### config.mk
export PLATFORM = sky130hd
export DESIGN_NAME = calendar_datetime_adder
export DESIGN_NICKNAME = d
export VERILOG_FILES = /design/src/hw/rtl/cdt_pkg.sv /design/src/hw/rtl/cdt_div.sv /design/src/hw/rtl/cdt_walk.sv /design/src/hw/rtl/calendar_datetime_adder.sv
export SDC_FILE = /design/constraint.sdc
export NUM_CORES = 2
export LEC_CHECK = 0
export ABC_AREA = 1
export BUFFER_PORTS_ARGS = -buffer_cell sky130_fd_sc_hd__buf_2
export CORE_UTILIZATION = 52
export CTS_CLUSTER_SIZE = 24
export DETAILED_ROUTE_END_ITERATION = 12
export GPL_TIMING_DRIVEN = 0
export PLACE_DENSITY = 0.67
export SYNTH_ARGS = -nofsm -noshare
export SYNTH_HDL_FRONTEND = slang
export SYNTH_HIERARCHICAL = 1
export SYNTH_SLANG_ARGS = --single-unit
### constraint.sdc
create_clock -name clk -period 8 [get_ports clk]
set_input_delay 2 -clock clk [delete_from_list [all_inputs] [get_ports clk]]
set_output_delay 2 -clock clk [all_outputs]
set_load 0.05 [all_outputs]
### src/hw/rtl/cdt_pkg.sv
// ----------------------------------------------------------------------------
// cdt_pkg
// Shared types, widths, calendar constants and leap-year helpers for the
// calendar date-time adder.
// ----------------------------------------------------------------------------
package cdt_pkg;

  localparam int MAX_YEAR = 9999;

  localparam int KIND_W    = 3;
  localparam int AMOUNT_W  = 31;
  localparam int YEAR_W    = 14;
  localparam int MONTH_W   = 4;
  localparam int DAY_W     = 5;
  localparam int HOUR_W    = 5;
  localparam int MIN_W     = 6;
  localparam int SEC_W     = 6;
  localparam int ELAPSED_W = 40;

  // shared divider: 32-bit dividend, constant divisor up to 400
  localparam int DIV_W     = 32;
  localparam int DIVISOR_W = 9;

  localparam int SEC_PER_MIN      = 60;
  localparam int MIN_PER_HOUR     = 60;
  localparam int HOUR_PER_DAY     = 24;
  localparam int MON_PER_YEAR     = 12;
  localparam int SEC_PER_HOUR     = SEC_PER_MIN * MIN_PER_HOUR;
  localparam int SEC_PER_DAY      = SEC_PER_HOUR * HOUR_PER_DAY;
  localparam int DAYS_PER_YEAR    = 365;
  localparam int GREG_CYCLE_YEARS = 400;
  localparam int GREG_CYCLE_DAYS  = 146097;

  // a day count above this can never land inside the year range
  localparam int DAYS_LIMIT = (MAX_YEAR + 1) * 372;
  localparam int DAY_CNT_W  = $clog2(DAYS_LIMIT + 1);
  localparam int POS_W      = $clog2(MAX_YEAR * 366 + 1);
  localparam int TOD_W      = $clog2(SEC_PER_DAY);

  localparam logic [KIND_W-1:0] KIND_LOAD  = 3'd0;
  localparam logic [KIND_W-1:0] KIND_SEC   = 3'd1;
  localparam logic [KIND_W-1:0] KIND_MIN   = 3'd2;
  localparam logic [KIND_W-1:0] KIND_HOUR  = 3'd3;
  localparam logic [KIND_W-1:0] KIND_DAY   = 3'd4;
  localparam logic [KIND_W-1:0] KIND_MONTH = 3'd5;
  localparam logic [KIND_W-1:0] KIND_YEAR  = 3'd6;
  localparam logic [KIND_W-1:0] KIND_DIFF  = 3'd7;

  typedef struct packed {
    logic [KIND_W-1:0]   kind;
    logic [AMOUNT_W-1:0] amount;
    logic [YEAR_W-1:0]   target_year;
    logic [MONTH_W-1:0]  target_month;
    logic [DAY_W-1:0]    target_day;
    logic [HOUR_W-1:0]   target_hour;
    logic [MIN_W-1:0]    target_minute;
    logic [SEC_W-1:0]    target_second;
  } cdt_req_t;

  typedef struct packed {
    logic [YEAR_W-1:0]    cur_year;
    logic [MONTH_W-1:0]   cur_month;
    logic [DAY_W-1:0]     cur_day;
    logic [HOUR_W-1:0]    cur_hour;
    logic [MIN_W-1:0]     cur_minute;
    logic [SEC_W-1:0]     cur_second;
    logic [ELAPSED_W-1:0] elapsed_seconds;
    logic                 error;
  } cdt_rsp_t;

  typedef struct packed {
    logic done;
    logic ovf;
  } cdt_walk_sts_t;

  // leap test from the two low year bits and the year modulo 400
  function automatic logic is_leap(input logic [1:0] ylo, input logic [DIVISOR_W-1:0] r400);
    logic century;
    century = (r400 == 9'd0) || (r400 == 9'd100) || (r400 == 9'd200) || (r400 == 9'd300);
    return ((ylo == 2'd0) && !century) || (r400 == 9'd0);
  endfunction

  // year modulo 400 of the following year
  function automatic logic [DIVISOR_W-1:0] r400_inc(input logic [DIVISOR_W-1:0] r400);
    return (r400 == DIVISOR_W'(GREG_CYCLE_YEARS - 1)) ? '0 : r400 + DIVISOR_W'(1);
  endfunction

  function automatic logic [DAY_W-1:0] month_len(input logic [MONTH_W-1:0] m, input logic leap);
    logic [DAY_W-1:0] len;
    unique case (m) inside
      4'd2:                                    len = leap ? 5'd29 : 5'd28;
      4'd4, 4'd6, 4'd9, 4'd11:                 len = 5'd30;
      4'd1, 4'd3, 4'd5, 4'd7, 4'd8, 4'd10, 4'd12: len = 5'd31;
      default:                                 len = 5'd30;
    endcase
    return len;
  endfunction

  // days before the first of month m in a common year
  function automatic logic [8:0] month_cum(input logic [MONTH_W-1:0] m);
    logic [8:0] cum;
    unique case (m)
      4'd2:    cum = 9'd31;
      4'd3:    cum = 9'd59;
      4'd4:    cum = 9'd90;
      4'd5:    cum = 9'd120;
      4'd6:    cum = 9'd151;
      4'd7:    cum = 9'd181;
      4'd8:    cum = 9'd212;
      4'd9:    cum = 9'd243;
      4'd10:   cum = 9'd273;
      4'd11:   cum = 9'd304;
      4'd12:   cum = 9'd334;
      default: cum = 9'd0;
    endcase
    return cum;
  endfunction

endpackage

### src/hw/rtl/cdt_div.sv
// ----------------------------------------------------------------------------
// cdt_div
// Constant divider for the calendar's few divisors: reciprocal multiply,
// back-multiply and one correcting subtract, each registered in its own phase after go.
// ----------------------------------------------------------------------------
module cdt_div
  import cdt_pkg::*;
(
  input  logic                 clk,
  input  logic                 rst,
  input  logic                 go,
  input  logic [DIV_W-1:0]     dividend,
  input  logic [DIVISOR_W-1:0] divisor,
  output logic                 done,
  output logic [DIV_W-1:0]     quotient,
  output logic [DIVISOR_W-1:0] remainder
);

  localparam logic [1:0] PH_IDLE = 2'd0;
  localparam logic [1:0] PH_MUL  = 2'd1;
  localparam logic [1:0] PH_BACK = 2'd2;
  localparam logic [1:0] PH_FIX  = 2'd3;

  logic [1:0]           phase;
  logic [DIV_W-1:0]     num;
  logic [DIVISOR_W-1:0] dvsr;
  logic [DIV_W-1:0]     recip;
  logic [DIV_W-1:0]     q_est;
  logic [DIV_W-1:0]     back;
  logic [2*DIV_W-1:0]   prod;
  logic [DIV_W-1:0]     rest;
  logic                 fits;

  // floor(2^32 / d): the estimate is the true quotient or one below it;
  // minutes per hour share the seconds-per-minute entry
  function automatic logic [DIV_W-1:0] recip_of(input logic [DIVISOR_W-1:0] d);
    logic [DIV_W-1:0] r;
    unique case (d)
      DIVISOR_W'(SEC_PER_MIN):      r = DIV_W'((64'd1 << DIV_W) / SEC_PER_MIN);
      DIVISOR_W'(HOUR_PER_DAY):     r = DIV_W'((64'd1 << DIV_W) / HOUR_PER_DAY);
      DIVISOR_W'(MON_PER_YEAR):     r = DIV_W'((64'd1 << DIV_W) / MON_PER_YEAR);
      DIVISOR_W'(GREG_CYCLE_YEARS): r = DIV_W'((64'd1 << DIV_W) / GREG_CYCLE_YEARS);
      default:                      r = '0;
    endcase
    return r;
  endfunction

  assign prod = {{DIV_W{1'b0}}, num} * {{DIV_W{1'b0}}, recip};
  assign rest = num - back;
  assign fits = rest >= DIV_W'(dvsr);

  always_ff @(posedge clk) begin
    if (rst) begin
      phase <= PH_IDLE;
      done  <= 1'b0;
    end else begin
      done <= 1'b0;
      unique case (phase)
        PH_IDLE: begin
          if (go) begin
            num   <= dividend;
            dvsr  <= divisor;
            recip <= recip_of(divisor);
            phase <= PH_MUL;
          end
        end
        PH_MUL: begin
          q_est <= prod[2*DIV_W-1:DIV_W];
          phase <= PH_BACK;
        end
        PH_BACK: begin
          back  <= q_est * DIV_W'(dvsr);
          phase <= PH_FIX;
        end
        default: begin
          // the rest is below twice the divisor: one subtract settles it
          quotient  <= fits ? q_est + DIV_W'(1) : q_est;
          remainder <= fits ? DIVISOR_W'(rest - DIV_W'(dvsr)) : DIVISOR_W'(rest);
          done      <= 1'b1;
          phase     <= PH_IDLE;
        end
      endcase
    end
  end

  a_known_divisor: assert property (@(posedge clk) disable iff (rst)
    go |-> (recip_of(divisor) != '0))
    else $error("divider started with an unsupported divisor");

  a_rem_below_divisor: assert property (@(posedge clk) disable iff (rst)
    done |-> (remainder < dvsr))
    else $error("divider remainder reached the divisor");

endmodule

### src/hw/rtl/cdt_walk.sv
// ----------------------------------------------------------------------------
// cdt_walk
// Day-count carry walker: strips 400-year cycles, then whole years, then
// single months off a day count until it fits in the current month.
// ----------------------------------------------------------------------------
module cdt_walk
  import cdt_pkg::*;
(
  input  logic                 clk,
  input  logic                 rst,
  input  logic                 go,
  input  logic [DAY_CNT_W-1:0] t_in,
  input  logic [YEAR_W-1:0]    y_in,
  input  logic [MONTH_W-1:0]   m_in,
  input  logic [DIVISOR_W-1:0] r400_in,
  output cdt_walk_sts_t        sts,
  output logic [YEAR_W-1:0]    y_out,
  output logic [MONTH_W-1:0]   m_out,
  output logic [DAY_W-1:0]     d_out
);

  localparam logic [1:0] MODE_CYCLE = 2'd0;
  localparam logic [1:0] MODE_YEAR  = 2'd1;
  localparam logic [1:0] MODE_MONTH = 2'd2;

  logic                 run;
  logic [1:0]           mode;
  logic [DAY_CNT_W-1:0] t;
  logic [YEAR_W-1:0]    y;
  logic [MONTH_W-1:0]   m;
  logic [DIVISOR_W-1:0] r400;

  logic                 leap_now;
  logic                 leap_up;
  logic [DIVISOR_W-1:0] r400_up;
  logic [YEAR_W-1:0]    y_up;
  logic [DAY_W-1:0]     mlen;
  logic [DAY_CNT_W-1:0] ylen;
  logic [DAY_CNT_W-1:0] step;
  logic                 allow;
  logic                 take;

  assign leap_now = is_leap(y[1:0], r400);
  assign r400_up  = r400_inc(r400);
  assign y_up     = y + YEAR_W'(1);
  assign leap_up  = is_leap(y_up[1:0], r400_up);
  assign mlen     = month_len(m, leap_now);
  // twelve months from m: February of this year or of the next one
  assign ylen     = DAY_CNT_W'(DAYS_PER_YEAR)
                  + DAY_CNT_W'((m <= 4'd2) ? leap_now : leap_up);

  always_comb begin
    unique case (mode)
      MODE_CYCLE: begin
        step  = DAY_CNT_W'(GREG_CYCLE_DAYS);
        allow = y <= YEAR_W'(MAX_YEAR - GREG_CYCLE_YEARS);
      end
      MODE_YEAR: begin
        step  = ylen;
        allow = y < YEAR_W'(MAX_YEAR);
      end
      default: begin
        step  = DAY_CNT_W'(mlen);
        allow = 1'b1;
      end
    endcase
  end

  assign take = allow && (t > step);

  always_ff @(posedge clk) begin
    if (rst) begin
      run <= 1'b0;
      sts <= '0;
    end else begin
      sts <= '0;
      if (go) begin
        run  <= 1'b1;
        mode <= MODE_CYCLE;
        t    <= t_in;
        y    <= y_in;
        m    <= m_in;
        r400 <= r400_in;
      end else if (run) begin
        if (take) begin
          t <= t - step;
          unique case (mode)
            MODE_CYCLE: y <= y + YEAR_W'(GREG_CYCLE_YEARS);
            MODE_YEAR: begin
              y    <= y_up;
              r400 <= r400_up;
            end
            default: begin
              if (m == MONTH_W'(MON_PER_YEAR)) begin
                if (y == YEAR_W'(MAX_YEAR)) begin
                  run      <= 1'b0;
                  sts.done <= 1'b1;
                  sts.ovf  <= 1'b1;
                end else begin
                  m    <= MONTH_W'(1);
                  y    <= y_up;
                  r400 <= r400_up;
                end
              end else begin
                m <= m + MONTH_W'(1);
              end
            end
          endcase
        end else if (mode == MODE_CYCLE) begin
          mode <= MODE_YEAR;
        end else if (mode == MODE_YEAR) begin
          mode <= MODE_MONTH;
        end else begin
          run      <= 1'b0;
          sts.done <= 1'b1;
        end
      end
    end
  end

  assign y_out = y;
  assign m_out = m;
  assign d_out = t[DAY_W-1:0];

  a_count_positive: assert property (@(posedge clk) disable iff (rst)
    run |-> (t != '0))
    else $error("walker day count reached zero");

  a_year_in_range: assert property (@(posedge clk) disable iff (rst)
    run |-> (y <= YEAR_W'(MAX_YEAR)))
    else $error("walker year passed the upper limit");

endmodule

### src/hw/rtl/calendar_datetime_adder.sv
// ----------------------------------------------------------------------------
// calendar_datetime_adder
// Keeps one Gregorian date-time and applies one request at a time: load,
// add seconds, minutes, hours, days, months or years, or count the seconds
// forward to a target. Raise start with a request while busy is low; the
// request is taken on that edge and busy stays high until the result. The
// result appears on result for exactly one cycle with done high and must be
// captured then, since there is no way to hold it off. Every carry through
// seconds, minutes, hours and the year modulo 400 goes through one shared
// constant divider (reciprocal multiply, back-multiply, one correcting
// subtract), and a day carry then walks 400-year cycles, whole years and
// single months one per cycle. error flags an invalid, earlier or
// same-position target (state untouched) or a year carry past the limit,
// which saturates the stored date-time to the last second of the last year.
// Months add without clamping the day, so a day past its month's end may be
// stored; it carries on linearly on the next forward step.
// ----------------------------------------------------------------------------
module calendar_datetime_adder
  import cdt_pkg::*;
(
  input  logic     clk,
  input  logic     rst,
  input  logic     start,
  output logic     busy,
  input  cdt_req_t request,
  output logic     done,
  output cdt_rsp_t result
);

  localparam logic [4:0] ST_IDLE   = 5'd0;
  localparam logic [4:0] ST_SEC    = 5'd1;
  localparam logic [4:0] ST_MIN    = 5'd2;
  localparam logic [4:0] ST_HOUR   = 5'd3;
  localparam logic [4:0] ST_DAYCHK = 5'd4;
  localparam logic [4:0] ST_YDIV   = 5'd5;
  localparam logic [4:0] ST_WALK   = 5'd6;
  localparam logic [4:0] ST_MON    = 5'd7;
  localparam logic [4:0] ST_YEAR   = 5'd8;
  localparam logic [4:0] ST_TDIV   = 5'd9;
  localparam logic [4:0] ST_PMUL   = 5'd10;
  localparam logic [4:0] ST_PSUM   = 5'd11;
  localparam logic [4:0] ST_CDIV   = 5'd12;
  localparam logic [4:0] ST_DIFF   = 5'd13;
  localparam logic [4:0] ST_DMUL   = 5'd14;
  localparam logic [4:0] ST_DADD   = 5'd15;
  localparam logic [4:0] ST_DONE   = 5'd16;

  logic [4:0] state;
  cdt_req_t   req;

  // stored date-time
  logic [YEAR_W-1:0]  year;
  logic [MONTH_W-1:0] month;
  logic [DAY_W-1:0]   day;
  logic [HOUR_W-1:0]  hour;
  logic [MIN_W-1:0]   minute;
  logic [SEC_W-1:0]   second;

  logic                 err;
  logic [ELAPSED_W-1:0] elapsed;
  logic [DIV_W-1:0]     acc;
  logic [TOD_W-1:0]     tgt_tod;
  logic [TOD_W-1:0]     cur_tod;

  // day position operands, shared by target and stored date
  logic [YEAR_W-1:0]    pos_p;
  logic [YEAR_W-1:0]    pos_q;
  logic [DIVISOR_W-1:0] pos_r;
  logic [MONTH_W-1:0]   pos_m;
  logic [DAY_W-1:0]     pos_d;
  logic                 pos_sel;
  logic [POS_W-1:0]     prod;
  logic [POS_W-1:0]     tp;
  logic [POS_W-1:0]     cp;
  logic [POS_W-1:0]     ddays;

  // shared divider
  logic                 div_go;
  logic [DIV_W-1:0]     div_a;
  logic [DIVISOR_W-1:0] div_b;
  logic                 div_done;
  logic [DIV_W-1:0]     div_q;
  logic [DIVISOR_W-1:0] div_r;

  // day carry walker
  logic                 walk_go;
  logic [DAY_CNT_W-1:0] walk_t;
  cdt_walk_sts_t        walk_sts;
  logic [YEAR_W-1:0]    walk_y;
  logic [MONTH_W-1:0]   walk_m;
  logic [DAY_W-1:0]     walk_d;

  logic [DIV_W-1:0]     day_sum;
  logic [DIV_W-1:0]     mon_year;
  logic [DIV_W-1:0]     amt_year;
  logic                 t_leap;
  logic                 t_valid;
  logic                 same_date;
  logic                 ps_leap;
  logic [1:0]           ps_cent;
  logic [POS_W-1:0]     psum;
  logic                 add_kind;

  function automatic logic [1:0] cent_of(input logic [DIVISOR_W-1:0] r);
    return (r >= 9'd300) ? 2'd3 : (r >= 9'd200) ? 2'd2 : (r >= 9'd100) ? 2'd1 : 2'd0;
  endfunction

  cdt_div u_div (
    .clk       (clk),
    .rst       (rst),
    .go        (div_go),
    .dividend  (div_a),
    .divisor   (div_b),
    .done      (div_done),
    .quotient  (div_q),
    .remainder (div_r)
  );

  cdt_walk u_walk (
    .clk     (clk),
    .rst     (rst),
    .go      (walk_go),
    .t_in    (walk_t),
    .y_in    (year),
    .m_in    (month),
    .r400_in (div_r),
    .sts     (walk_sts),
    .y_out   (walk_y),
    .m_out   (walk_m),
    .d_out   (walk_d)
  );

  assign busy     = (state != ST_IDLE);
  assign add_kind = (req.kind != KIND_LOAD) && (req.kind != KIND_DIFF);

  assign day_sum  = acc + DIV_W'(day);
  assign mon_year = DIV_W'(year) + div_q;
  assign amt_year = DIV_W'(year) + DIV_W'(req.amount);

  // target checks; the divider holds (target_year - 1) / 400
  assign t_leap  = is_leap(req.target_year[1:0], r400_inc(div_r));
  assign t_valid = (req.target_year != '0)
                && (req.target_year <= YEAR_W'(MAX_YEAR))
                && (req.target_month != '0)
                && (req.target_month <= MONTH_W'(MON_PER_YEAR))
                && (req.target_day != '0)
                && (req.target_day <= month_len(req.target_month, t_leap))
                && (req.target_hour < HOUR_W'(HOUR_PER_DAY))
                && (req.target_minute < MIN_W'(MIN_PER_HOUR))
                && (req.target_second < SEC_W'(SEC_PER_MIN));
  assign same_date = (req.target_year == year) && (req.target_month == month)
                  && (req.target_day == day);

  // linear day number; pos_p is year - 1, pos_q/pos_r its quotient/rest by 400
  assign ps_leap = is_leap(pos_p[1:0] + 2'd1, r400_inc(pos_r));
  assign ps_cent = cent_of(pos_r);
  assign psum    = prod + POS_W'(pos_p >> 2)
                 - (POS_W'(pos_q) << 2) - POS_W'(ps_cent) + POS_W'(pos_q)
                 + POS_W'(month_cum(pos_m))
                 + POS_W'((pos_m > 4'd2) && ps_leap)
                 + POS_W'(pos_d) - POS_W'(1);

  always_ff @(posedge clk) begin
    if (rst) begin
      state   <= ST_IDLE;
      done    <= 1'b0;
      div_go  <= 1'b0;
      walk_go <= 1'b0;
      year    <= YEAR_W'(1);
      month   <= MONTH_W'(1);
      day     <= DAY_W'(1);
      hour    <= '0;
      minute  <= '0;
      second  <= '0;
    end else begin
      done    <= 1'b0;
      div_go  <= 1'b0;
      walk_go <= 1'b0;
      unique case (state)
        ST_IDLE: begin
          if (start) begin
            req     <= request;
            err     <= 1'b0;
            elapsed <= '0;
            tgt_tod <= TOD_W'(request.target_hour) * TOD_W'(SEC_PER_HOUR)
                     + TOD_W'(request.target_minute) * TOD_W'(SEC_PER_MIN)
                     + TOD_W'(request.target_second);
            cur_tod <= TOD_W'(hour) * TOD_W'(SEC_PER_HOUR)
                     + TOD_W'(minute) * TOD_W'(SEC_PER_MIN) + TOD_W'(second);
            unique case (request.kind) inside
              KIND_LOAD, KIND_DIFF: begin
                div_go <= 1'b1;
                div_a  <= DIV_W'(request.target_year) - DIV_W'(1);
                div_b  <= DIVISOR_W'(GREG_CYCLE_YEARS);
                state  <= ST_TDIV;
              end
              KIND_SEC: begin
                div_go <= 1'b1;
                div_a  <= DIV_W'(second) + DIV_W'(request.amount);
                div_b  <= DIVISOR_W'(SEC_PER_MIN);
                state  <= ST_SEC;
              end
              KIND_MIN: begin
                div_go <= 1'b1;
                div_a  <= DIV_W'(minute) + DIV_W'(request.amount);
                div_b  <= DIVISOR_W'(MIN_PER_HOUR);
                state  <= ST_MIN;
              end
              KIND_HOUR: begin
                div_go <= 1'b1;
                div_a  <= DIV_W'(hour) + DIV_W'(request.amount);
                div_b  <= DIVISOR_W'(HOUR_PER_DAY);
                state  <= ST_HOUR;
              end
              KIND_DAY: begin
                acc   <= DIV_W'(request.amount);
                state <= ST_DAYCHK;
              end
              KIND_MONTH: begin
                div_go <= 1'b1;
                div_a  <= DIV_W'(month) - DIV_W'(1) + DIV_W'(request.amount);
                div_b  <= DIVISOR_W'(MON_PER_YEAR);
                state  <= ST_MON;
              end
              default: state <= ST_YEAR;
            endcase
          end
        end
        // carry chain: keep the remainder, pass the quotient upward
        ST_SEC: begin
          if (div_done) begin
            second <= div_r[SEC_W-1:0];
            div_go <= 1'b1;
            div_a  <= DIV_W'(minute) + div_q;
            div_b  <= DIVISOR_W'(MIN_PER_HOUR);
            state  <= ST_MIN;
          end
        end
        ST_MIN: begin
          if (div_done) begin
            minute <= div_r[MIN_W-1:0];
            div_go <= 1'b1;
            div_a  <= DIV_W'(hour) + div_q;
            div_b  <= DIVISOR_W'(HOUR_PER_DAY);
            state  <= ST_HOUR;
          end
        end
        ST_HOUR: begin
          if (div_done) begin
            hour  <= div_r[HOUR_W-1:0];
            acc   <= div_q;
            state <= ST_DAYCHK;
          end
        end
        ST_DAYCHK: begin
          if (day_sum > DIV_W'(DAYS_LIMIT)) begin
            err   <= 1'b1;
            state <= ST_DONE;
          end else begin
            // the walker needs the year modulo 400 for leap tests
            walk_t <= day_sum[DAY_CNT_W-1:0];
            div_go <= 1'b1;
            div_a  <= DIV_W'(year);
            div_b  <= DIVISOR_W'(GREG_CYCLE_YEARS);
            state  <= ST_YDIV;
          end
        end
        ST_YDIV: begin
          if (div_done) begin
            walk_go <= 1'b1;
            state   <= ST_WALK;
          end
        end
        ST_WALK: begin
          if (walk_sts.done) begin
            if (walk_sts.ovf) begin
              err <= 1'b1;
            end else begin
              year  <= walk_y;
              month <= walk_m;
              day   <= walk_d;
            end
            state <= ST_DONE;
          end
        end
        ST_MON: begin
          if (div_done) begin
            if (mon_year > DIV_W'(MAX_YEAR)) begin
              err <= 1'b1;
            end else begin
              year  <= mon_year[YEAR_W-1:0];
              month <= div_r[MONTH_W-1:0] + MONTH_W'(1);
            end
            state <= ST_DONE;
          end
        end
        ST_YEAR: begin
          if (amt_year > DIV_W'(MAX_YEAR)) begin
            err <= 1'b1;
          end else begin
            year <= amt_year[YEAR_W-1:0];
          end
          state <= ST_DONE;
        end
        ST_TDIV: begin
          if (div_done) begin
            if (!t_valid) begin
              err   <= 1'b1;
              state <= ST_DONE;
            end else if (req.kind == KIND_LOAD) begin
              year   <= req.target_year;
              month  <= req.target_month;
              day    <= req.target_day;
              hour   <= req.target_hour;
              minute <= req.target_minute;
              second <= req.target_second;
              state  <= ST_DONE;
            end else if (same_date) begin
              if (tgt_tod >= cur_tod) begin
                elapsed <= ELAPSED_W'(tgt_tod - cur_tod);
              end else begin
                err <= 1'b1;
              end
              state <= ST_DONE;
            end else begin
              pos_p   <= req.target_year - YEAR_W'(1);
              pos_q   <= div_q[YEAR_W-1:0];
              pos_r   <= div_r;
              pos_m   <= req.target_month;
              pos_d   <= req.target_day;
              pos_sel <= 1'b0;
              state   <= ST_PMUL;
            end
          end
        end
        ST_PMUL: begin
          prod  <= POS_W'(pos_p) * POS_W'(DAYS_PER_YEAR);
          state <= ST_PSUM;
        end
        ST_PSUM: begin
          if (!pos_sel) begin
            tp     <= psum;
            div_go <= 1'b1;
            div_a  <= DIV_W'(year) - DIV_W'(1);
            div_b  <= DIVISOR_W'(GREG_CYCLE_YEARS);
            state  <= ST_CDIV;
          end else begin
            cp    <= psum;
            state <= ST_DIFF;
          end
        end
        ST_CDIV: begin
          if (div_done) begin
            pos_p   <= year - YEAR_W'(1);
            pos_q   <= div_q[YEAR_W-1:0];
            pos_r   <= div_r;
            pos_m   <= month;
            pos_d   <= day;
            pos_sel <= 1'b1;
            state   <= ST_PMUL;
          end
        end
        ST_DIFF: begin
          // an over-long stored day can share the target's position: flagged as an error
          if (tp > cp) begin
            ddays <= tp - cp;
            state <= ST_DMUL;
          end else begin
            err   <= 1'b1;
            state <= ST_DONE;
          end
        end
        ST_DMUL: begin
          elapsed <= ELAPSED_W'(ddays) * ELAPSED_W'(SEC_PER_DAY);
          state   <= ST_DADD;
        end
        ST_DADD: begin
          elapsed <= elapsed + ELAPSED_W'(tgt_tod) - ELAPSED_W'(cur_tod);
          state   <= ST_DONE;
        end
        ST_DONE: begin
          done                   <= 1'b1;
          result.error           <= err;
          result.elapsed_seconds <= err ? '0 : elapsed;
          if (err && add_kind) begin
            // year carry overflow: saturate to the last representable second
            year              <= YEAR_W'(MAX_YEAR);
            month             <= MONTH_W'(MON_PER_YEAR);
            day               <= DAY_W'(31);
            hour              <= HOUR_W'(HOUR_PER_DAY - 1);
            minute            <= MIN_W'(MIN_PER_HOUR - 1);
            second            <= SEC_W'(SEC_PER_MIN - 1);
            result.cur_year   <= YEAR_W'(MAX_YEAR);
            result.cur_month  <= MONTH_W'(MON_PER_YEAR);
            result.cur_day    <= DAY_W'(31);
            result.cur_hour   <= HOUR_W'(HOUR_PER_DAY - 1);
            result.cur_minute <= MIN_W'(MIN_PER_HOUR - 1);
            result.cur_second <= SEC_W'(SEC_PER_MIN - 1);
          end else begin
            result.cur_year   <= year;
            result.cur_month  <= month;
            result.cur_day    <= day;
            result.cur_hour   <= hour;
            result.cur_minute <= minute;
            result.cur_second <= second;
          end
          state <= ST_IDLE;
        end
        default: state <= ST_IDLE;
      endcase
    end
  end

  a_result_date_sane: assert property (@(posedge clk) disable iff (rst)
    done |-> (result.cur_month >= MONTH_W'(1) && result.cur_month <= MONTH_W'(MON_PER_YEAR)
              && result.cur_year >= YEAR_W'(1) && result.cur_year <= YEAR_W'(MAX_YEAR)))
    else $error("result date outside the calendar range");

  a_error_clears_elapsed: assert property (@(posedge clk) disable iff (rst)
    (done && result.error) |-> (result.elapsed_seconds == '0))
    else $error("elapsed count reported together with an error");

endmodule

# ---- Yosys cells after proc, flatten, opt, wreduce, memory -nomap -nowiden
# Memories as Yosys holds them, arrays and structs flattened. A register that Yosys moved wholly into a read port is not among the register bits.
# Index checks and enable logic that the tools add are counted.
dict set report totals {
  n_memories 1
  out_inout_bits 83
  ff_bits 743
  word_cells 558
  input_bits 77
  rom_bits 144
}
dict set report classes {
  eq_ne 104
  bitwise_logic 8
  n_reduce_logical 113
  magnitude_cmp 20
  mux 200
  mul 8
  add_sub_neg 43
}
# memory words width read_ports rd_clocked_by_memory_dff write_ports line_no
set memory_table {}
lappend memory_table {{(name not given)} 16 9 1 1 0 cdt_pkg.sv:102} ;# unique case (m)
# cell n
set op_table {}
lappend op_table {{$mux W14} 24}
lappend op_table {{$pmux W32 S5} 2}
lappend op_table {{$mux W32} 9}
lappend op_table {{$mux W40} 6}
lappend op_table {{$mux W9} 19}
lappend op_table {{$pmux W40 S4} 1}
lappend op_table {{$mux W5} 30}
lappend op_table {{$pmux W29 S4} 1}
lappend op_table {{$pmux W14 S2} 3}
lappend op_table {{$mux W4} 20}
lappend op_table {{$pmux W5 S15} 1}
lappend op_table {{$eq A9 B9 Y1 const B} 8}
lappend op_table {{$pmux W14 S5} 1}
lappend op_table {{$mux W22} 3}
lappend op_table {{$add A6 B31 Y32} 2}
lappend op_table {{$gt A32 B14 Y1 const B} 2}
lappend op_table {{$mul A32 B32 Y64} 1}
lappend op_table {{$pmux W32 S2} 1}
lappend op_table {{$mux W6} 8}
lappend op_table {{$pmux W9 S5} 1}
lappend op_table {{$gt A22 B22 Y1} 2}
lappend op_table {{$pmux W22 S2} 1}
lappend op_table {{$sub A22 B22 Y22} 2}
lappend op_table {{$ne A2 B2 Y1 const B} 21}
lappend op_table {{122 further kinds} 327}

# ---- Longest topological paths before layout
dict set report depth {
  word_depth 20
  depth_mapped 33
  ltp_nobuf 32
}

# ---- By module
# Netlist, hierarchy kept.
# mod area_each_um2 instances cells_each seq_area_each_um2
set by_module_without_submodules {}
lappend by_module_without_submodules {calendar_datetime_adder 44282.5 1 5428 14774.2}
lappend by_module_without_submodules {cdt_div 44247.4 1 5208 4624.4}
lappend by_module_without_submodules {cdt_walk 4441.8 1 622 1591.5}

# ---- Worst setup path after synthesis
# Ideal clock, no wire load.
dict set report synth_timing {
  path_kind {input to register}
  from {in rst}
  to {reg cur_tod[0] (enable)}
  t_arrival_ns 7.053
  path_stages 5
  t_required_ns 7.428
  setup_ns 0.572
  setup_slack_ns 0.375
  path_buffers 2
  path_cell_list {clkbuf_1 inv_1 buf_1 nand2_1 nor2_1}
}
dict set report synth_between {
  elab_chain_cells 2
}
# element line_no
set synth_rtl {}
lappend synth_rtl {{from (decl)} calendar_datetime_adder.sv:22} ;# input logic rst,
lappend synth_rtl {{$not A1 Y1 (no source line)} -}
lappend synth_rtl {{$reduce_and A3 Y1 (no source line)} -}
lappend synth_rtl {{to (signal assigned)} calendar_datetime_adder.sv:188} ;# cur_tod <= TOD_W'(hour) * TOD_W'(SEC_PER_HOUR)
lappend synth_rtl {{to (decl)} calendar_datetime_adder.sv:63} ;# logic [TOD_W-1:0] cur_tod;
# Every way passes these cells.
# A chain may end at the register's enable or synchronous reset.

# ---- Final worst setup path
dict set report layout_timing {
  from {reg u_div.recip[16]}
  to {reg u_div.q_est[24], data pin}
}
dict set report layout_between {
  elab_chain_cells 1
}
# element line_no
set layout_rtl {}
lappend layout_rtl {{from (decl)} cdt_div.sv:27} ;# logic [DIV_W-1:0] recip;
lappend layout_rtl {{from (signal assigned)} cdt_div.sv:63} ;# recip <= recip_of(divisor);
lappend layout_rtl {{$mul A32 B32 Y64} cdt_div.sv:48} ;# assign prod = {{DIV_W{1'b0}}, num} * {{DIV_W{1'b0}}, recip};
lappend layout_rtl {{net u_div.prod[56]} cdt_div.sv:30} ;# logic [2*DIV_W-1:0] prod;
lappend layout_rtl {{to (signal assigned)} cdt_div.sv:68} ;# q_est <= prod[2*DIV_W-1:DIV_W];
lappend layout_rtl {{to (decl)} cdt_div.sv:28} ;# logic [DIV_W-1:0] q_est;
# The timed path passes the listed nets, and every way through them passes these cells.

==> summary.txt <==
Gpl congestion - 1.05
Core area - 177000 µm²
Final number of setup-violating endpoints - 0
Total gr overflow - 0
Vias in the first global route - 78165
Worst skew pair latency - 730 ps
CP max FO - 10
Layout Skew - 58.9 ps
Worst slew pin tran - 1440 ps
Final Hold Fails - 0
Top Ports - 160
Filler cells - 16295
Utilization after layout - 57.2%
GRT Util Overall - 36.0%
Drt total wl - 326000 µm
Outcome - finished clean
CP delay by family, top - adder cells
Drt drc - 0
Sequential-to-total area share from yosys stat - 22.6%
Global-route wire length before repair - 483000 µm
Vias/cell - 5.63
EDFF count, synth - 657
Critical Path AT - 8340 ps
Class of the worst hold path - reg2reg
Die width - 425 µm
1st-pass router iterations - 8
Multiplexer share of the synthesized area - 0%
Share of cells above drive strength 1 - 6.16%
Critical Path Sink Type - flip-flop
Max-slew violations - 0
Num rows - 154
WL/cell - 23.2 µm
WP buf/inv - 9
Slowest stage delay, CP - 610 ps
MaxCap Viol Count - 0
Synth Area in Simple Gates - 17.8%
Slowest cell on the critical path - fa_1
Initial core utilization - 52.6%
Placed cell count - 13785
Post-route non-filler standard cell count - 14015
CTS Sinks - 720
WS Path Type - reg2reg
Register bit total from synthesis - 720
Storage cell area - 21000 µm²
Total number of vias - 78946
Max transition margin - 3.92%
Pin count of the biggest net entering global routing - 43
Antenna Nets Post-Route - 0
Synth Area in Adders - 35.8%
Async set-reset flop share out of synthesis - 0%
Hold buffer count at cts - 0
# H-tree levels - 3
Syn Area/Cell - 8.26 µm²
Synth Cell Area - 93000 µm²
Crit path time final - 7920 ps
Synth Flop Type - edfxtp_1
Port buffer count - 159
Worst-case clock buffer depth - 3
Crit path launch type - flip-flop
Multi-input gate area - 61900 µm²
Post-Synth XOR/XNOR Area - 4.07%
Count of different cell masters after synthesis - 72
Chip height - 425 µm
Layout area overhead - 8.84%
Num CTS Buffers - 85
Die area - 180000 µm²
NumNets Final - 13695
Initial antenna violation count - 13
Largest family of logic cells by synthesized area - adder cells
Fmax - 0.126 GHz
Crit path required time - 8420 ps
CTS tree - done
Compound-Gate Fraction of Synth Area - 8.49%
Starting DRT DRC Count - 7576
Root Buffer - clkbuf_16
Cell count after synthesis - 11258
Crit share post-route - 99.0%
Hold_ws - 415 ps
Syn. warnings - 6
CTS clk-pin slew, worst paths - 60 ps
Dpl hpwl - 279000 µm
-- metal layers --
layer  vias up  part of all wire [%]  routed length, µm  track usage, %
met1     38456                    40             130000            46.8
met5         -                 0.046                150               0
met3       765                   8.5              27800            6.80
met2      3434                    46             150000            58.3
li1      36271                     -                  -               -
met4        20                   5.4              17400            16.4
-- layout by cell type, fill, tap and decap left out, types with 19 or more instances in the layout --
cell type and count:
inv_1 2519, nand2_1 2249, fa_1 1063, ha_1 935, nor2_1 738, edfxtp_1 657
a21oi_1 569, o21ai_0 438, nand3_1 405, xor2_1 327, buf_2 170, nand4_1 145
clkbuf_1 140, xnor2_1 105, nor3_1 95, clkbuf_16 86, buf_4 76, or2_2 66
dfxtp_1 63, nand2_2 62, o21bai_1 57, o211ai_1 51, a31oi_1 47, nor4_1 46
a21o_1 30, inv_2 28, o22ai_1 28, nand3b_1 28, o21a_1 27, clkinvlp_4 26
nor2_2 22, buf_6 20, o21ai_1 19
-- per-stage QoR --
step / area, µm² / worst slack (ps) / TNS, ps
3_5_place_dp: 97200 / -1760 / -36290
4_1_cts: 100000 / 1.85 / 0
2_1_floorplan: 93000 / 375 / 0
3_3_place_gp: 96700 / -2770 / -466420
5_1_grt: 101000 / -7.11 / -7.11
6_report: 101000 / 77.0 / 0
-- final timing paths --
path | startpoint | endpoint | slack [ps] | cells after the start
max | u_div/recip[16] | u_div/q_est[24] | 80 | 26
min | div_a[27] | u_div/num[27] | 410 | 0
max reg2reg | u_div/recip[16] | u_div/q_est[24] | 80 | 26
min reg2reg | div_a[27] | u_div/num[27] | 410 | 0
-- flip-flops by register name, indices dropped and copies added (netlist names), 32 cells and up, named ones only --
signal / count
u_div/q_est: 32
acc: 32
elapsed: 40
req: 74
u_div/quotient: 32
u_div/num: 32
u_div/back: 32
div_a: 32
result: 81
-- cell type report --
type	instances	share of cell area, %
Multi-Input combinational cell	7783	61.2
Sequential cell	720	20.7
Inverter	2568	9.59
Tap cell	2340	2.89
Clock buffer	100	2.19
Timing Repair Buffer	256	1.82
Buffer	189	0.917
Clock inverter	57	0.647
Antenna cell	2	0.00495
-- cell families (layout without fill, tap and decap cells) --
family / Yosys count / after routing
xor gates and xnor gates: 432 / 432
AOI/OAI and AO/OA: 1396 / 1396
buffers and inverters: 2761 / 3170
and+or+nand+nor: 3933 / 3933
other: 1 / 9
adders and majority gates: 2015 / 2015
DFF: 720 / 720
-- timing repair --
item,CTS,global route
pin swaps,2,5
gates resized for setup,100,84
setup buffers,22,52
endpoints found under the hold margin,0,0
endpoints found under the setup margin,32,32
-- cell usage after synthesis (all sizes together) (50+ instances only) --
| cell | number | area share, % |
|---|---|---|
| nand4 | 146 | 0.99 |
| nor3 | 104 | 0.60 |
| nand2 | 2319 | 9.4 |
| nand3 | 416 | 2.3 |
| nor4 | 50 | 0.34 |
| o21bai | 57 | 0.46 |
| edfxtp | 657 | 21 |
| or2 | 69 | 0.46 |
| o211ai | 52 | 0.43 |
| fa | 1075 | 23 |
| clkbuf | 146 | 0.59 |
| inv | 2563 | 10 |
| a21oi | 580 | 3.1 |
| xnor2 | 105 | 0.99 |
| xor2 | 327 | 3.1 |
| ha | 940 | 13 |
| o21ai | 461 | 2.5 |
| nor2 | 775 | 3.2 |
| dfxtp | 63 | 1.4 |
Power is left out: the tool's default activity adds up to more than one toggle a clock period on the data nets, which glitch-free logic cannot reach.
